## src/pingrx_pkg.sv

```systemverilog
// ============================================================================
// pingrx_pkg
// Shared types and constants of the ping line receiver: character codes,
// line kinds, number parser phases and the line status handed to the
// classifier.
// ============================================================================
package pingrx_pkg;

    // Default limit on stored characters per line
    localparam int LINE_MAX_DEFAULT = 255;

    typedef logic [7:0] byte_t;

    // Character codes
    localparam byte_t CH_LF     = 8'h0A;
    localparam byte_t CH_CR     = 8'h0D;
    localparam byte_t CH_TAB    = 8'h09;
    localparam byte_t CH_SPACE  = 8'h20;
    localparam byte_t CH_TILDE  = 8'h7E;
    localparam byte_t CH_PLUS   = 8'h2B;
    localparam byte_t CH_MINUS  = 8'h2D;
    localparam byte_t CH_ZERO   = 8'h30;
    localparam byte_t CH_NINE   = 8'h39;
    localparam byte_t CH_E      = 8'h45;
    localparam byte_t CH_G      = 8'h47;
    localparam byte_t CH_H      = 8'h48;
    localparam byte_t CH_I      = 8'h49;
    localparam byte_t CH_L      = 8'h4C;
    localparam byte_t CH_N      = 8'h4E;
    localparam byte_t CH_O      = 8'h4F;
    localparam byte_t CH_P      = 8'h50;

    // Kind of a finished line
    typedef enum logic [2:0] {
        KIND_OTHER = 3'd0,
        KIND_PING  = 3'd1,
        KIND_PONG  = 3'd2,
        KIND_HELLO = 3'd3,
        KIND_BAD   = 3'd4
    } line_kind_t;

    // Number parser phase
    typedef enum logic [1:0] {
        PH_SKIP   = 2'd0,
        PH_SIGN   = 2'd1,
        PH_DIGITS = 2'd2,
        PH_DONE   = 2'd3
    } num_phase_t;

    // Status of the line collected so far
    typedef struct packed {
        logic            bad;
        logic            empty;
        logic            len_eq4;
        logic            len_ge4;
        logic            len_ge5;
        byte_t [4:0]     head;
    } line_info_t;

endpackage

```

## src/pingrx_line_framer.sv

```systemverilog
// ============================================================================
// pingrx_line_framer
// Frames received bytes into lines: tracks the stored and trimmed lengths,
// the bad-line flag and the first five characters, and tells the number
// parser which bytes belong to the number field.
// ============================================================================
module pingrx_line_framer #(
    parameter int LINE_MAX = pingrx_pkg::LINE_MAX_DEFAULT
) (
    input  logic                    clk,
    input  logic                    rst_n,
    input  logic                    step,      // byte taken from the input register
    input  pingrx_pkg::byte_t       rx_byte,
    output logic                    num_feed,  // byte goes to the number parser
    output pingrx_pkg::line_info_t  info
);

    localparam int CW = $clog2(LINE_MAX + 1);

    logic [CW-1:0]          count_reg, count_next;
    logic [CW-1:0]          trim_reg, trim_next;
    logic                   bad_reg, bad_next;
    pingrx_pkg::byte_t      head_reg [5];

    logic                   is_lf;
    logic                   printable;
    logic                   has_room;
    logic                   store;

    // Classify the incoming byte
    assign is_lf     = (rx_byte == pingrx_pkg::CH_LF);
    assign printable = ((rx_byte >= pingrx_pkg::CH_SPACE) && (rx_byte <= pingrx_pkg::CH_TILDE))
                       || (rx_byte == pingrx_pkg::CH_CR) || (rx_byte == pingrx_pkg::CH_TAB);
    assign has_room  = (count_reg < CW'(LINE_MAX));
    assign store     = step && !is_lf && printable && has_room;
    assign num_feed  = store && (count_reg >= CW'(5));

    // Advance lengths and bad flag; clear on newline
    always_comb
    begin
        count_next = count_reg;
        trim_next  = trim_reg;
        bad_next   = bad_reg;
        if (step)
        begin
            if (is_lf)
            begin
                count_next = '0;
                trim_next  = '0;
                bad_next   = 1'b0;
            end
            else if (!printable || !has_room)
            begin
                bad_next = 1'b1;
            end
            else
            begin
                count_next = count_reg + 1'b1;
                if ((rx_byte != pingrx_pkg::CH_CR) && (rx_byte != pingrx_pkg::CH_SPACE))
                begin
                    trim_next = count_reg + 1'b1;
                end
            end
        end
    end

    always_ff @(posedge clk or negedge rst_n)
    begin
        if (!rst_n)
        begin
            count_reg <= '0;
            trim_reg  <= '0;
            bad_reg   <= 1'b0;
        end
        else
        begin
            count_reg <= count_next;
            trim_reg  <= trim_next;
            bad_reg   <= bad_next;
        end
    end

    // Capture the first five characters; only read where written
    always_ff @(posedge clk)
    begin
        for (int i = 0; i < 5; i++)
        begin
            if (store && (count_reg == CW'(i)))
            begin
                head_reg[i] <= rx_byte;
            end
        end
    end

    // Summarize the line for the classifier
    always_comb
    begin
        info.bad     = bad_reg;
        info.empty   = (trim_reg == '0);
        info.len_eq4 = (trim_reg == CW'(4));
        info.len_ge4 = (trim_reg >= CW'(4));
        info.len_ge5 = (trim_reg >= CW'(5));
        for (int i = 0; i < 5; i++)
        begin
            info.head[i] = head_reg[i];
        end
    end

endmodule

```

## src/pingrx_number_parser.sv

```systemverilog
// ============================================================================
// pingrx_number_parser
// Parses the decimal number after the keyword, one character per cycle
// while fed: skip whitespace, optional sign, digits saturating on overflow.
// ============================================================================
module pingrx_number_parser (
    input  logic              clk,
    input  logic              rst_n,
    input  logic              feed,     // character of the number field
    input  logic              clear,    // start a new line
    input  pingrx_pkg::byte_t rx_byte,
    output logic [31:0]       value     // number, saturated or modulo 2^32
);

    pingrx_pkg::num_phase_t phase_reg, phase_next;
    logic                   neg_reg, neg_next;
    logic                   ovf_reg, ovf_next;
    logic [31:0]            value_reg, value_next;

    logic                   is_ws;
    logic                   is_sign;
    logic                   is_digit;
    logic [3:0]             digit;
    logic [35:0]            product;

    // Decode the character and form value * 10 + digit
    assign is_ws    = (rx_byte == pingrx_pkg::CH_SPACE) || (rx_byte == pingrx_pkg::CH_TAB)
                      || (rx_byte == pingrx_pkg::CH_CR);
    assign is_sign  = (rx_byte == pingrx_pkg::CH_PLUS) || (rx_byte == pingrx_pkg::CH_MINUS);
    assign is_digit = (rx_byte >= pingrx_pkg::CH_ZERO) && (rx_byte <= pingrx_pkg::CH_NINE);
    assign digit    = 4'(rx_byte - pingrx_pkg::CH_ZERO);
    assign product  = ({4'b0, value_reg} << 3) + ({4'b0, value_reg} << 1) + {32'b0, digit};

    // Next phase and accumulator
    always_comb
    begin
        phase_next = phase_reg;
        neg_next   = neg_reg;
        ovf_next   = ovf_reg;
        value_next = value_reg;
        if (clear)
        begin
            phase_next = pingrx_pkg::PH_SKIP;
            neg_next   = 1'b0;
            ovf_next   = 1'b0;
            value_next = '0;
        end
        else if (feed)
        begin
            unique case (phase_reg) inside
                pingrx_pkg::PH_SKIP:
                begin
                    if (is_sign)
                    begin
                        phase_next = pingrx_pkg::PH_SIGN;
                        neg_next   = (rx_byte == pingrx_pkg::CH_MINUS);
                    end
                    else if (is_digit)
                    begin
                        phase_next = pingrx_pkg::PH_DIGITS;
                        value_next = product[31:0];
                    end
                    else if (!is_ws)
                    begin
                        phase_next = pingrx_pkg::PH_DONE;
                    end
                end
                pingrx_pkg::PH_SIGN, pingrx_pkg::PH_DIGITS:
                begin
                    if (is_digit)
                    begin
                        phase_next = pingrx_pkg::PH_DIGITS;
                        if (product[35:32] != 4'b0)
                        begin
                            ovf_next   = 1'b1;
                            value_next = '1;
                        end
                        else
                        begin
                            value_next = product[31:0];
                        end
                    end
                    else
                    begin
                        phase_next = pingrx_pkg::PH_DONE;
                    end
                end
                pingrx_pkg::PH_DONE:
                begin
                    phase_next = pingrx_pkg::PH_DONE;
                end
                default:
                begin
                    phase_next = pingrx_pkg::PH_SKIP;
                end
            endcase
        end
    end

    always_ff @(posedge clk or negedge rst_n)
    begin
        if (!rst_n)
        begin
            phase_reg <= pingrx_pkg::PH_SKIP;
            neg_reg   <= 1'b0;
            ovf_reg   <= 1'b0;
            value_reg <= '0;
        end
        else
        begin
            phase_reg <= phase_next;
            neg_reg   <= neg_next;
            ovf_reg   <= ovf_next;
            value_reg <= value_next;
        end
    end

    // Final value: all ones on overflow, else signed value
    always_comb
    begin
        unique case (phase_reg) inside
            pingrx_pkg::PH_SKIP, pingrx_pkg::PH_SIGN:
            begin
                value = '0;
            end
            default:
            begin
                if (ovf_reg)
                begin
                    value = '1;
                end
                else if (neg_reg)
                begin
                    value = 32'd0 - value_reg;
                end
                else
                begin
                    value = value_reg;
                end
            end
        endcase
    end

endmodule

```

## src/ping_line_receiver.sv

```systemverilog
// ============================================================================
// ping_line_receiver
// Receives serial bytes, frames lines on newline and reports each nonempty
// or bad line with its kind, sequence number and running counters.
// ============================================================================
// The block takes one byte per clock, while no newline waits, into an
// input register; a newline that closes a bad or nonempty line loads a
// result into the output register, which drives the master side. Bytes
// other than newline never wait in the input register, but a byte waits
// at the input behind a held newline. A newline waits only while an
// earlier result is still held on the master side, so with the master
// ready the sustained rate is one byte per cycle. The line kind travels
// on m_tuser. The counters on the master side are the block's live
// counters; they only change when a new result is loaded.
module ping_line_receiver #(
    parameter int LINE_MAX = pingrx_pkg::LINE_MAX_DEFAULT
) (
    input  logic         clk,
    input  logic         rst_n,
    input  logic         s_tvalid,
    output logic         s_tready,
    input  logic [7:0]   s_tdata,    // [7:0] rx_byte
    output logic         m_tvalid,
    input  logic         m_tready,
    output logic [159:0] m_tdata,    // [31:0] seq_number, [63:32] good_lines,
                                     // [95:64] bad_lines, [127:96] pings_seen,
                                     // [159:128] pongs_seen
    output logic [2:0]   m_tuser     // [2:0] line_kind
);

    logic                   in_valid_reg, in_valid_next;
    pingrx_pkg::byte_t      in_byte_reg;
    logic                   out_valid_reg, out_valid_next;
    pingrx_pkg::line_kind_t kind_reg, kind_next;
    logic [31:0]            seq_reg, seq_next;
    logic [31:0]            good_count_reg, good_count_next;
    logic [31:0]            bad_count_reg, bad_count_next;
    logic [31:0]            ping_count_reg, ping_count_next;
    logic [31:0]            pong_count_reg, pong_count_next;

    logic                   is_lf;
    logic                   out_free;
    logic                   advance;
    logic                   load;
    logic                   num_feed;
    logic [31:0]            num_value;
    pingrx_pkg::line_info_t info;
    logic                   pong_hit;
    logic                   ping_hit;
    logic                   hello_hit;

    // Handshake between input register and output register
    assign is_lf    = (in_byte_reg == pingrx_pkg::CH_LF);
    assign out_free = !out_valid_reg || m_tready;
    assign advance  = in_valid_reg && (!is_lf || out_free);
    assign load     = advance && is_lf && (info.bad || !info.empty);
    assign s_tready = !in_valid_reg || advance;

    // Hold the accepted byte until it is processed
    always_comb
    begin
        in_valid_next = in_valid_reg;
        if (s_tvalid && s_tready)
        begin
            in_valid_next = 1'b1;
        end
        else if (advance)
        begin
            in_valid_next = 1'b0;
        end
    end

    always_ff @(posedge clk)
    begin
        if (s_tvalid && s_tready)
        begin
            in_byte_reg <= s_tdata;
        end
    end

    pingrx_line_framer #(
        .LINE_MAX (LINE_MAX)
    ) u_framer (
        .clk      (clk),
        .rst_n    (rst_n),
        .step     (advance),
        .rx_byte  (in_byte_reg),
        .num_feed (num_feed),
        .info     (info)
    );

    pingrx_number_parser u_number (
        .clk     (clk),
        .rst_n   (rst_n),
        .feed    (num_feed),
        .clear   (advance && is_lf),
        .rx_byte (in_byte_reg),
        .value   (num_value)
    );

    // Match the keywords at the head of the line
    assign pong_hit  = info.len_ge5
                       && (info.head[0] == pingrx_pkg::CH_P) && (info.head[1] == pingrx_pkg::CH_O)
                       && (info.head[2] == pingrx_pkg::CH_N) && (info.head[3] == pingrx_pkg::CH_G)
                       && (info.head[4] == pingrx_pkg::CH_SPACE);
    assign ping_hit  = info.len_ge4
                       && (info.head[0] == pingrx_pkg::CH_P) && (info.head[1] == pingrx_pkg::CH_I)
                       && (info.head[2] == pingrx_pkg::CH_N) && (info.head[3] == pingrx_pkg::CH_G)
                       && (info.len_eq4 || (info.head[4] == pingrx_pkg::CH_SPACE));
    assign hello_hit = info.len_ge5
                       && (info.head[0] == pingrx_pkg::CH_H) && (info.head[1] == pingrx_pkg::CH_E)
                       && (info.head[2] == pingrx_pkg::CH_L) && (info.head[3] == pingrx_pkg::CH_L)
                       && (info.head[4] == pingrx_pkg::CH_O);

    // Classify the line and advance the counters
    always_comb
    begin
        kind_next       = kind_reg;
        seq_next        = seq_reg;
        good_count_next = good_count_reg;
        bad_count_next  = bad_count_reg;
        ping_count_next = ping_count_reg;
        pong_count_next = pong_count_reg;
        if (load)
        begin
            seq_next = '0;
            if (info.bad)
            begin
                kind_next      = pingrx_pkg::KIND_BAD;
                bad_count_next = bad_count_reg + 32'd1;
            end
            else
            begin
                good_count_next = good_count_reg + 32'd1;
                if (pong_hit)
                begin
                    kind_next       = pingrx_pkg::KIND_PONG;
                    seq_next        = num_value;
                    pong_count_next = pong_count_reg + 32'd1;
                end
                else if (ping_hit)
                begin
                    kind_next       = pingrx_pkg::KIND_PING;
                    seq_next        = info.len_eq4 ? 32'd0 : num_value;
                    ping_count_next = ping_count_reg + 32'd1;
                end
                else if (hello_hit)
                begin
                    kind_next = pingrx_pkg::KIND_HELLO;
                end
                else
                begin
                    kind_next = pingrx_pkg::KIND_OTHER;
                end
            end
        end
    end

    // Output valid: set on load, drop when taken
    always_comb
    begin
        out_valid_next = out_valid_reg;
        if (load)
        begin
            out_valid_next = 1'b1;
        end
        else if (m_tready)
        begin
            out_valid_next = 1'b0;
        end
    end

    always_ff @(posedge clk or negedge rst_n)
    begin
        if (!rst_n)
        begin
            in_valid_reg   <= 1'b0;
            out_valid_reg  <= 1'b0;
            good_count_reg <= '0;
            bad_count_reg  <= '0;
            ping_count_reg <= '0;
            pong_count_reg <= '0;
        end
        else
        begin
            in_valid_reg   <= in_valid_next;
            out_valid_reg  <= out_valid_next;
            good_count_reg <= good_count_next;
            bad_count_reg  <= bad_count_next;
            ping_count_reg <= ping_count_next;
            pong_count_reg <= pong_count_next;
        end
    end

    always_ff @(posedge clk)
    begin
        kind_reg <= kind_next;
        seq_reg  <= seq_next;
    end

    // Drive the master side
    assign m_tvalid = out_valid_reg;
    assign m_tdata  = {pong_count_reg, ping_count_reg, bad_count_reg,
                       good_count_reg, seq_reg};
    assign m_tuser  = kind_reg;

`ifndef SYNTHESIS
    // A bad line bumps the bad counter by one
    a_bad_count: assert property (@(posedge clk) disable iff (!rst_n)
        (load && info.bad) |=> (bad_count_reg == $past(bad_count_reg) + 32'd1))
        else $error("bad counter did not advance on dropped line");

    // Counters move only when a result is loaded
    a_count_hold: assert property (@(posedge clk) disable iff (!rst_n)
        !load |=> ($stable(good_count_reg) && $stable(bad_count_reg)
                   && $stable(ping_count_reg) && $stable(pong_count_reg)))
        else $error("counter changed without a result");

    // Only ping and pong results carry a number
    a_seq_zero: assert property (@(posedge clk) disable iff (!rst_n)
        (out_valid_reg && (kind_reg != pingrx_pkg::KIND_PING)
         && (kind_reg != pingrx_pkg::KIND_PONG)) |-> (seq_reg == 32'd0))
        else $error("nonzero number on a line without one");

    // A byte waiting in the input register holds until processed
    a_in_hold: assert property (@(posedge clk) disable iff (!rst_n)
        (in_valid_reg && !advance) |=> (in_valid_reg && $stable(in_byte_reg)))
        else $error("input register lost a waiting byte");
`endif

endmodule

```

## config.mk

```make
export PLATFORM = sky130hd
export DESIGN_NAME = ping_line_receiver
export DESIGN_NICKNAME = d
export VERILOG_FILES = /design/src/pingrx_pkg.sv /design/src/pingrx_line_framer.sv /design/src/pingrx_number_parser.sv /design/src/ping_line_receiver.sv
export SDC_FILE = /design/constraint.sdc
export NUM_CORES = 1
export LEC_CHECK = 0
export ABC_AREA = 1
export BUFFER_PORTS_ARGS = -buffer_cell sky130_fd_sc_hd__buf_2
export CAP_MARGIN = 20
export CORE_UTILIZATION = 40
export CTS_BUF_LIST = sky130_fd_sc_hd__clkbuf_16
export DETAILED_ROUTE_END_ITERATION = 10
export PLACE_DENSITY = 0.67
export SYNTH_ARGS = -nofsm -noshare
export SYNTH_HDL_FRONTEND = slang
export SYNTH_HIERARCHICAL = 1
export SYNTH_SLANG_ARGS = --single-unit
```

## constraint.sdc

```tcl
create_clock -name clk -period 6.3 [get_ports clk]
set_input_delay 0.945 -clock clk [delete_from_list [all_inputs] [get_ports clk]]
set_output_delay 0.945 -clock clk [all_outputs]
set_load 0.005 [all_outputs]
```

Yosys cells after proc, flatten, opt, wreduce, memory -nomap -nowiden
Memories as Yosys holds them, arrays and structs flattened.
Index checks and enable logic that the tools add are counted.
Cells by class
  add/subtract/negate cells: 9
  multiply operators: 0
  divide/modulo/power cells: 0
  order comparisons: 8
  eq/ne operators: 32
  shift-type cells: 0
  mux-type cells: 65
  bitwise logic cells: 2
  reduce and logical (&&, ||, !) cells: 81
Operators by type and width (count)
  32-bit two-way mux: 12
  32-bit by 1-bit adder with 32-bit output, second input constant: 4
  8-bit by 7-bit == test with 1-bit output, second input constant: 10
  8-bit two-way mux: 9
  32-bit case mux with 2 select lines: 1
  35-bit by 33-bit adder with 36-bit output: 1
  36-bit by 4-bit adder with 36-bit output: 1
  8-bit by 6-bit == test with 1-bit output, second input constant: 4
  8-bit OR reduction: 4
  1-bit by 32-bit subtractor with 32-bit output, first input constant: 1
  1-bit logical AND: 31
  1-bit two-way mux: 30
  8-bit by 4-bit == test with 1-bit output, second input constant: 3
  8-bit by 3-bit greater-or-equal comparator with 1-bit output, second input constant: 3
  2-bit nonzero test: 10
  8-bit by 2-bit == test with 1-bit output, second input constant: 2
  8-bit by 3-bit == test with 1-bit output, second input constant: 2
  8-bit by 6-bit greater-or-equal comparator with 1-bit output, second input constant: 2
  8-bit logical NOT: 2
  2-bit two-way mux: 8
  3-bit two-way mux: 4
  1-bit logical OR: 11
  2-bit AND reduction: 5
  3-bit AND reduction: 3
  23 further kinds: 34
Storage, ports and cells
  bits in registers: 226
  latch bits: 0
  RAM bits: 40
  ROM bits: 0
  output and inout port bits: 165
  word-level logic and storage cells: 215
  memories kept: 1
Memories
  u_framer.head_reg: words 5, width 8, read ports 5, clocked after Yosys merged registers in 0, wr ports 1, line pingrx_line_framer.sv:23  | pingrx_pkg::byte_t head_reg [5];

Logic depth before layout (Yosys ltp)
Gate-level depths: netlist of run 1.
  word-level depth: 15
  gate-level depth with buffers: 22

By module
The synthesis of run 1 kept the hierarchy.
Modules (own cells, without submodules)
  ping_line_receiver: times used 1, cells an instance 1260, area each 9536.6 µm², sequential area each 4544.4 µm²
  pingrx_number_parser: times used 1, cells an instance 915, area each 5540.3 µm², sequential area each 900.9 µm²
  pingrx_line_framer: times used 1, cells an instance 209, area each 2449.8 µm², sequential area each 1626.6 µm²

Worst setup path after synthesis of run 1
No wires, ideal clock.
  kind: reg2reg
  from: register in_byte_reg[3]
  to: register u_number.value_reg[28]
  data arrival time: 2.803 ns
  data required time: 6.184 ns
  slack: 3.380 ns
  cell stages (with the launch flop): 21
  cell sequence: edfxtp_1 > inv_1 > fa_1 > fa_1 > inv_1 > nand2_1 > nand2_1 > nand3_1 > nand2_1 > nand2_1 > nand2_2 > nand2_2 > nand3_2 > nand2_1 > nor2_2 > nand2_2 > nand2_4 > buf_12 > nand2_2 > nand2_1 > nand2_1
Between the ends
  longest elaborated chain between the ends: 10
  elaborated cells between the ends (all ways): 38
Ends and longest elaborated chain
  start: declaration: line ping_line_receiver.sv:32  | pingrx_pkg::byte_t in_byte_reg;
  start signal: assignment: line ping_line_receiver.sv:77  | in_byte_reg <= s_tdata;
  branches (longest 10 deep; another with 36-bit by 4-bit adder with 36-bit output)
  end signal: assignment: line pingrx_number_parser.sv:114  | value_reg <= value_next;
  end: declaration: line pingrx_number_parser.sv:18  | logic [31:0] value_reg, value_next;
Several ways; the timed one is not identified. The select of a mux whose other input is x is not followed.
A chain may end at the register's enable or synchronous reset.

Worst setup path in the final report of run 1
  from: register in_byte_reg[3]
  to: register u_number.value_reg[26]
Same word-level chain as after synthesis.

==> results of run 1 <==
final cells by class:
class	instances	area share (%)
clock buffer	30	3.77
clock inverter	24	1.29
inverter	326	6.18
multi-input combinational	1748	44.7
sequential	266	35.5
tap	585	3.68
timing repair buffer	187	4.90
synth_stat cells (all sizes together) (3+ instances only):
cell type	n	area [um^2]
nand2	799	3110
inv	323	1210
nor2	318	1280
dfrtp	183	4580
nand3	123	658
edfxtp	83	2490
ha	76	951
o21ai	76	410
nor3	56	295
nand4	55	365
a21oi	52	268
xnor2	46	403
xor2	43	377
nand3b	37	278
buf	29	248
a31oi	18	113
clkbuf	13	68.8
nor4	7	43.8
nor3b	6	45.0
or2	6	40.0
o21bai	4	30.0
a21boi	3	22.5
clkinv	3	17.5
o211ai	3	22.5
o21a	3	22.5
o31ai	3	22.5
or3	3	18.8
cells by family after synthesis:
family / count (synthesis) / share of synthesized area (%)
DFF: 266 / 40.3
buffers and inverters: 370 / 8.92
adders and majority gates: 78 / 5.65
and+or+nand+nor: 1413 / 35.2
xor gates and xnor gates: 89 / 4.45
AOI/OAI and AO/OA: 168 / 5.47
layer usage:
metal  wire, um  global-route usage [%]
met5         27                       0
met4       1070                    6.02
met3       2180                    2.74
met2      21700                    34.5
met1      21600                    28.4
where the power goes:
group	internal (mW)	switching [mW]	total, mW
logic	0.555	0.894	1.45
registers	1.90	0.190	2.09
clock network	1.04	0.741	1.78
critical path: stages (launching register included):
cell      delay, ns
edfxtp_1       0.59
inv_1          0.21
fa_1           0.57
fa_1           0.48
inv_1          0.10
nand2_1        0.05
nand2_1        0.07
nand3_1        0.07
nand2_1        0.12
nand2_1        0.08
nand2_2        0.12
nand2_2        0.07
nand3_2        0.05
nand2_1        0.07
nor2_2         0.11
nand2_2        0.10
nand2_4        0.34
nand2_1        0.11
nand2_1        0.08
nand2_1        0.06
through the flow:
stage,area [um^2],setup slack (ns),total power [mW],instances
2_1_floorplan,17500,3.38,3.22,2384
3_3_place_gp,18900,2.72,3.53,3108
3_5_place_dp,18900,2.64,3.56,3109
4_1_cts,19900,2.66,5.36,3163
5_1_grt,19900,2.37,5.67,3166
6_report,19900,2.66,5.32,3166
worst max-delay path by stage:
stage                         from                     end  slack, ns  cells after the start
finish              in_byte_reg[3]  u_number/value_reg[26]       2.66                     19
CTS                 in_byte_reg[3]  u_number/value_reg[26]       2.66                     19
floorplan           in_byte_reg[3]  u_number/value_reg[28]       3.38                     20
detailed placement        m_tready  u_number/value_reg[28]       2.64                     13
global placement          m_tready  u_number/value_reg[26]       2.72                     13
global route        in_byte_reg[3]  u_number/value_reg[19]       2.37                     19
==> results.cfg, run 1 <==
[clock_tree]
cts_resized = 0
holdBufCountCts = 0
clkLatencyLatePin_ns = 0.59
path_clk_slew_ns = 0.06
h-tree-depth = 1
clkSinkCount = 266
postCtsSetupBuffers = 0
cts_tree = done
cts_buffers = 29
root_buffer = clkbuf_16
clock_path_buffers = 3

[yosys]
synthFlopType = dfrtp_1
yosys_warnings = 6
yosysUniqueCellTypes = 58
ys_seq_area_share_pct = 40.3
synthesis.area_mm2 = 0.0175
synth_edf_count = 83
syn_nets = 2474
avgSynthCellArea_um2 = 7.35
synthCells = 2384
ys_ff_latch = 266
synthArstFlopShare_pct = 68.8

[routing]
post_drt_wl_per_cell_um = 14.7
firstDrtPassIters = 6
viasPerCell = 5.00
drt_iter0_markers = 1184
drtAntennaViolNets = 0
drc_errors = 0
wl_um = 46600
via_count = 15830

[timing]
fmax_ghz = 0.275
drv_slew = 0
fin_crit_ns = 3.64
fin_crit_sh_pct = 57.8
max_slew_margin_pct = 33.0
worstMarginPinSlew_ns = 1.00
rsz0062_at_grt = no
hold_violations = 0
fin_setup_tns_ns = 0
whs_ns = 0.358
finalClockSkew_ns = 0.0318
setup_violations = 0

[grt]
grt_pass1_vias = 15076
antenna_found_initial = 2
grt_usage_pct = 20.8
grt_first_pass_wirelength_um = 76100
overflow = 0
grt_max_degree = 65

[final_layout]
syn_to_final_growth_pct = 13.6
layout_common_cells = 763 x nand2_1, 319 x inv_1, 296 x nor2_1, 183 x dfrtp_1, 177 x buf_2
post-route-util_pct = 46.1
n_fill_cell = 4351
n_antenna_cell = 0
layout.area.seq_mm2 = 0.00707
final_common_cell = nand2_1
multi_input_area_mm2 = 0.00889
largest_reg_flops = 40
nets = 2648
layout-drive-gt1-share_pct = 12.8

[floorplan]
pin_count = 177
die_y_um = 211
dieArea_mm2 = 0.0447
start_util_pct = 40.6
die_w_um = 211
rows = 76
core-area_mm2 = 0.0432

[worst_setup_path]
critPathArrivalTime_ns = 4.09
rr_worst_depth = 19
cp_max_fo = 32
r2r-end = u_number/value_reg[26]
reg2reg_slack_ns = 2.66
crit_type = flip-flop to flip-flop
endpoint_kind = flip-flop
startpoint_type = flip-flop
worstPathRequired_ns = 6.75
reg2reg_from = in_byte_reg[3]

[placed_design]
portBuffers = 176
gp_congestion = 0.911
hpwlAfterDp_um = 35300

[hold_path]
min_path_type = input pin to async pin

[job]
drv_cap = 0

[power]
p_leak_nw = 10.5
peakVddDrop_uv = 154
powerDensity_mw_per_mm2 = 267

[outcome]
status = complete, no violations
Power figures use the tool's default switching activity.
==> run 2: changes to the inputs <==
clock period = 3.6 ns   (was 6.3 ns; I/O delays follow)
==> results.cfg, run 2 (synthesis results as in run 1) <==
[power]
p_leak_nw = 10.6
p_switching_mw = 3.18
combPwrFrac_pct = 27.8
swShare_pct = 34.0
p_seq_share_pct = 39.0
p_int_mw = 6.18
powerDensity_mw_per_mm2 = 468
peakVddDrop_uv = 295
p_clk_share_pct = 33.2

[worst_setup_path]
startpoint_type = flip-flop
cp-endpoint = u_number/value_reg[18]
worstPathRequired_ns = 4.04
cpMostUsedCell = nand2_1
critPathMaxStageDelay_ns = 0.51
reg2reg_slack_ns = 0.32
crit_slowest_cell = fa_1
critPathArrivalTime_ns = 3.72
crit_type = flip-flop to flip-flop
endpoint_kind = flip-flop
crit_path_start = u_number/value_reg[0]
reg2reg_from = u_number/value_reg[0]
crit_chain = inv_1, fa_1, fa_1, inv_1, nand2_1, nand2_1, nand3_1, nand2_1, nand2_1, nand2_2, nand2_2, nand3_2, nand2_1, nor2_2, nand2_2, nand2_4, nand2_1, nand2_1, nand2_1
cp_max_fo = 32
rr_worst_depth = 19
r2r-end = u_number/value_reg[18]

[timing]
hold_violations = 0
setup_violations = 0
finalClockSkew_ns = 0.0278
fin_setup_tns_ns = 0
fmax_ghz = 0.305
fin_crit_ns = 3.28
max_slew_margin_pct = 50.5
worstMarginPinSlew_ns = 0.740
whs_ns = 0.142
rsz0062_at_grt = no
fin_crit_sh_pct = 91.0
drv_slew = 0

[grt]
grt_max_degree = 66
grt_use_met2_pct = 33.8
antenna_found_initial = 1
met3_usage_pct = 2.36
grt_pass1_vias = 14798
grt_usage_pct = 20.5
top_usage_layer = met2
grt_first_pass_wirelength_um = 75100
overflow = 0
met1_usage_pct = 28.5

[clock_tree]
h-tree-depth = 1
root_buffer = clkbuf_16
cts_buffers = 29
path_clk_slew_ns = 0.06
cts_resized = 0
clock_path_buffers = 3
cts_tree = done
clkLatencyLatePin_ns = 0.57
clkSinkCount = 266

[routing]
via_count = 15820
firstDrtPassIters = 6
drtAntennaViolNets = 0
drc_errors = 0
viasPerCell = 4.98
wl_um = 46200
drt_iter0_markers = 1228
post_drt_wl_per_cell_um = 14.5

[final_layout]
n_fill_cell = 4334
fin_area_mm2 = 0.0200
layout-drive-gt1-share_pct = 13.1
syn_to_final_growth_pct = 14.1
multi_input_area_mm2 = 0.00889
layout.area.seq_mm2 = 0.00707
post-route-util_pct = 46.3
nets = 2659
final_common_cell = nand2_1
layout_common_cells = 763 x nand2_1, 319 x inv_1, 296 x nor2_1, 183 x dfrtp_1, 175 x buf_2
largest_reg_flops = 40

[floorplan]
rows = 76
core-area_mm2 = 0.0432
die_w_um = 211
die_y_um = 211
dieArea_mm2 = 0.0447
start_util_pct = 40.6
pin_count = 177

[hold_path]
min_path_type = input pin to flip-flop
min_from = s_tdata[3]

[placed_design]
placed_area_mm2 = 0.0190
hpwlAfterDp_um = 35600
portBuffers = 176
gp_congestion = 0.929

[outcome]
status = complete, no violations

[job]
drv_cap = 0
==> run 2: cell count changes in the layout (fill, tap and decap cells not counted), sizes merged <==
| cell | previous run | this run |
|---|---|---|
| buf | 185 | 196 |
| bufinv | 4 | 5 |
| clkbuf | 32 | 31 |
| clkinv | 13 | 12 |
| clkinvlp | 4 | 2 |
| diode | 0 | 1 |
| dlygate4sd3 | 0 | 1 |
| inv | 329 | 331 |
==> run 2: area by class of cell <==
| class | instances | area share, % |
|---|---|---|
| diodes | 1 | 0.0125 |
| flip-flops and latches | 266 | 35.3 |
| clock buffers | 30 | 3.75 |
| clock inverters | 24 | 1.23 |
| well taps | 585 | 3.66 |
| inverters | 326 | 6.15 |
| multi-input cells | 1748 | 44.5 |
| repair buffers | 198 | 5.38 |
==> run 2: worst max-delay path, delay by kind of cell, from the launching register on <==
family        cells  cell delay, ns
fa+ha+maj         2            0.98
buf+inv           2            0.26
flops             1            0.40
simple gates     15            1.51
==> run 2: worst min-delay path by stage <==
stage | endpoint | slack, ns | depth (start not counted)
after floorplan | bad_count_reg[0] | 0.24 | 0
after global placement | pong_count_reg[31] | 0.46 | 2
after detailed placement | pong_count_reg[31] | 0.48 | 2
after CTS | in_byte_reg[3] | 0.11 | 1
after global routing | in_byte_reg[3] | 0.12 | 1
final | in_byte_reg[3] | 0.14 | 1
==> run 2: metal layers <==
metal / part of all wire, % / vias to the layer above
li1: - / 7962
met1: 47 / 7389
met2: 46 / 416
met3: 4.8 / 51
met4: 1.9 / 2
met5: 0.028 / -
==> run 2: what timing repair did <==
action / in CTS / in global routing
hold buffers: 1 / 0
hold endpoints to repair: 38 / 0
buffers inserted: 0 / 0
==> run 2: power groups by stage <==
stage,clock [mW],combinational (mW),sequential [mW]
after floorplan,0,2.04,3.59
after detailed placement,0,2.58,3.69
final,3.11,2.60,3.65
after global placement,0,2.55,3.68
after global routing,3.31,2.97,3.68
after CTS,3.19,2.59,3.64
==> run 2: stage by stage <==
step | power, mW | instances | setup WS [ns]
floorplan | 5.63 | 2384 | 0.680
global placement | 6.23 | 3121 | 0.480
detailed placement | 6.27 | 3122 | 0.388
CTS | 9.41 | 3177 | 0.344
global route | 9.97 | 3177 | 0.0634
finish | 9.36 | 3178 | 0.323
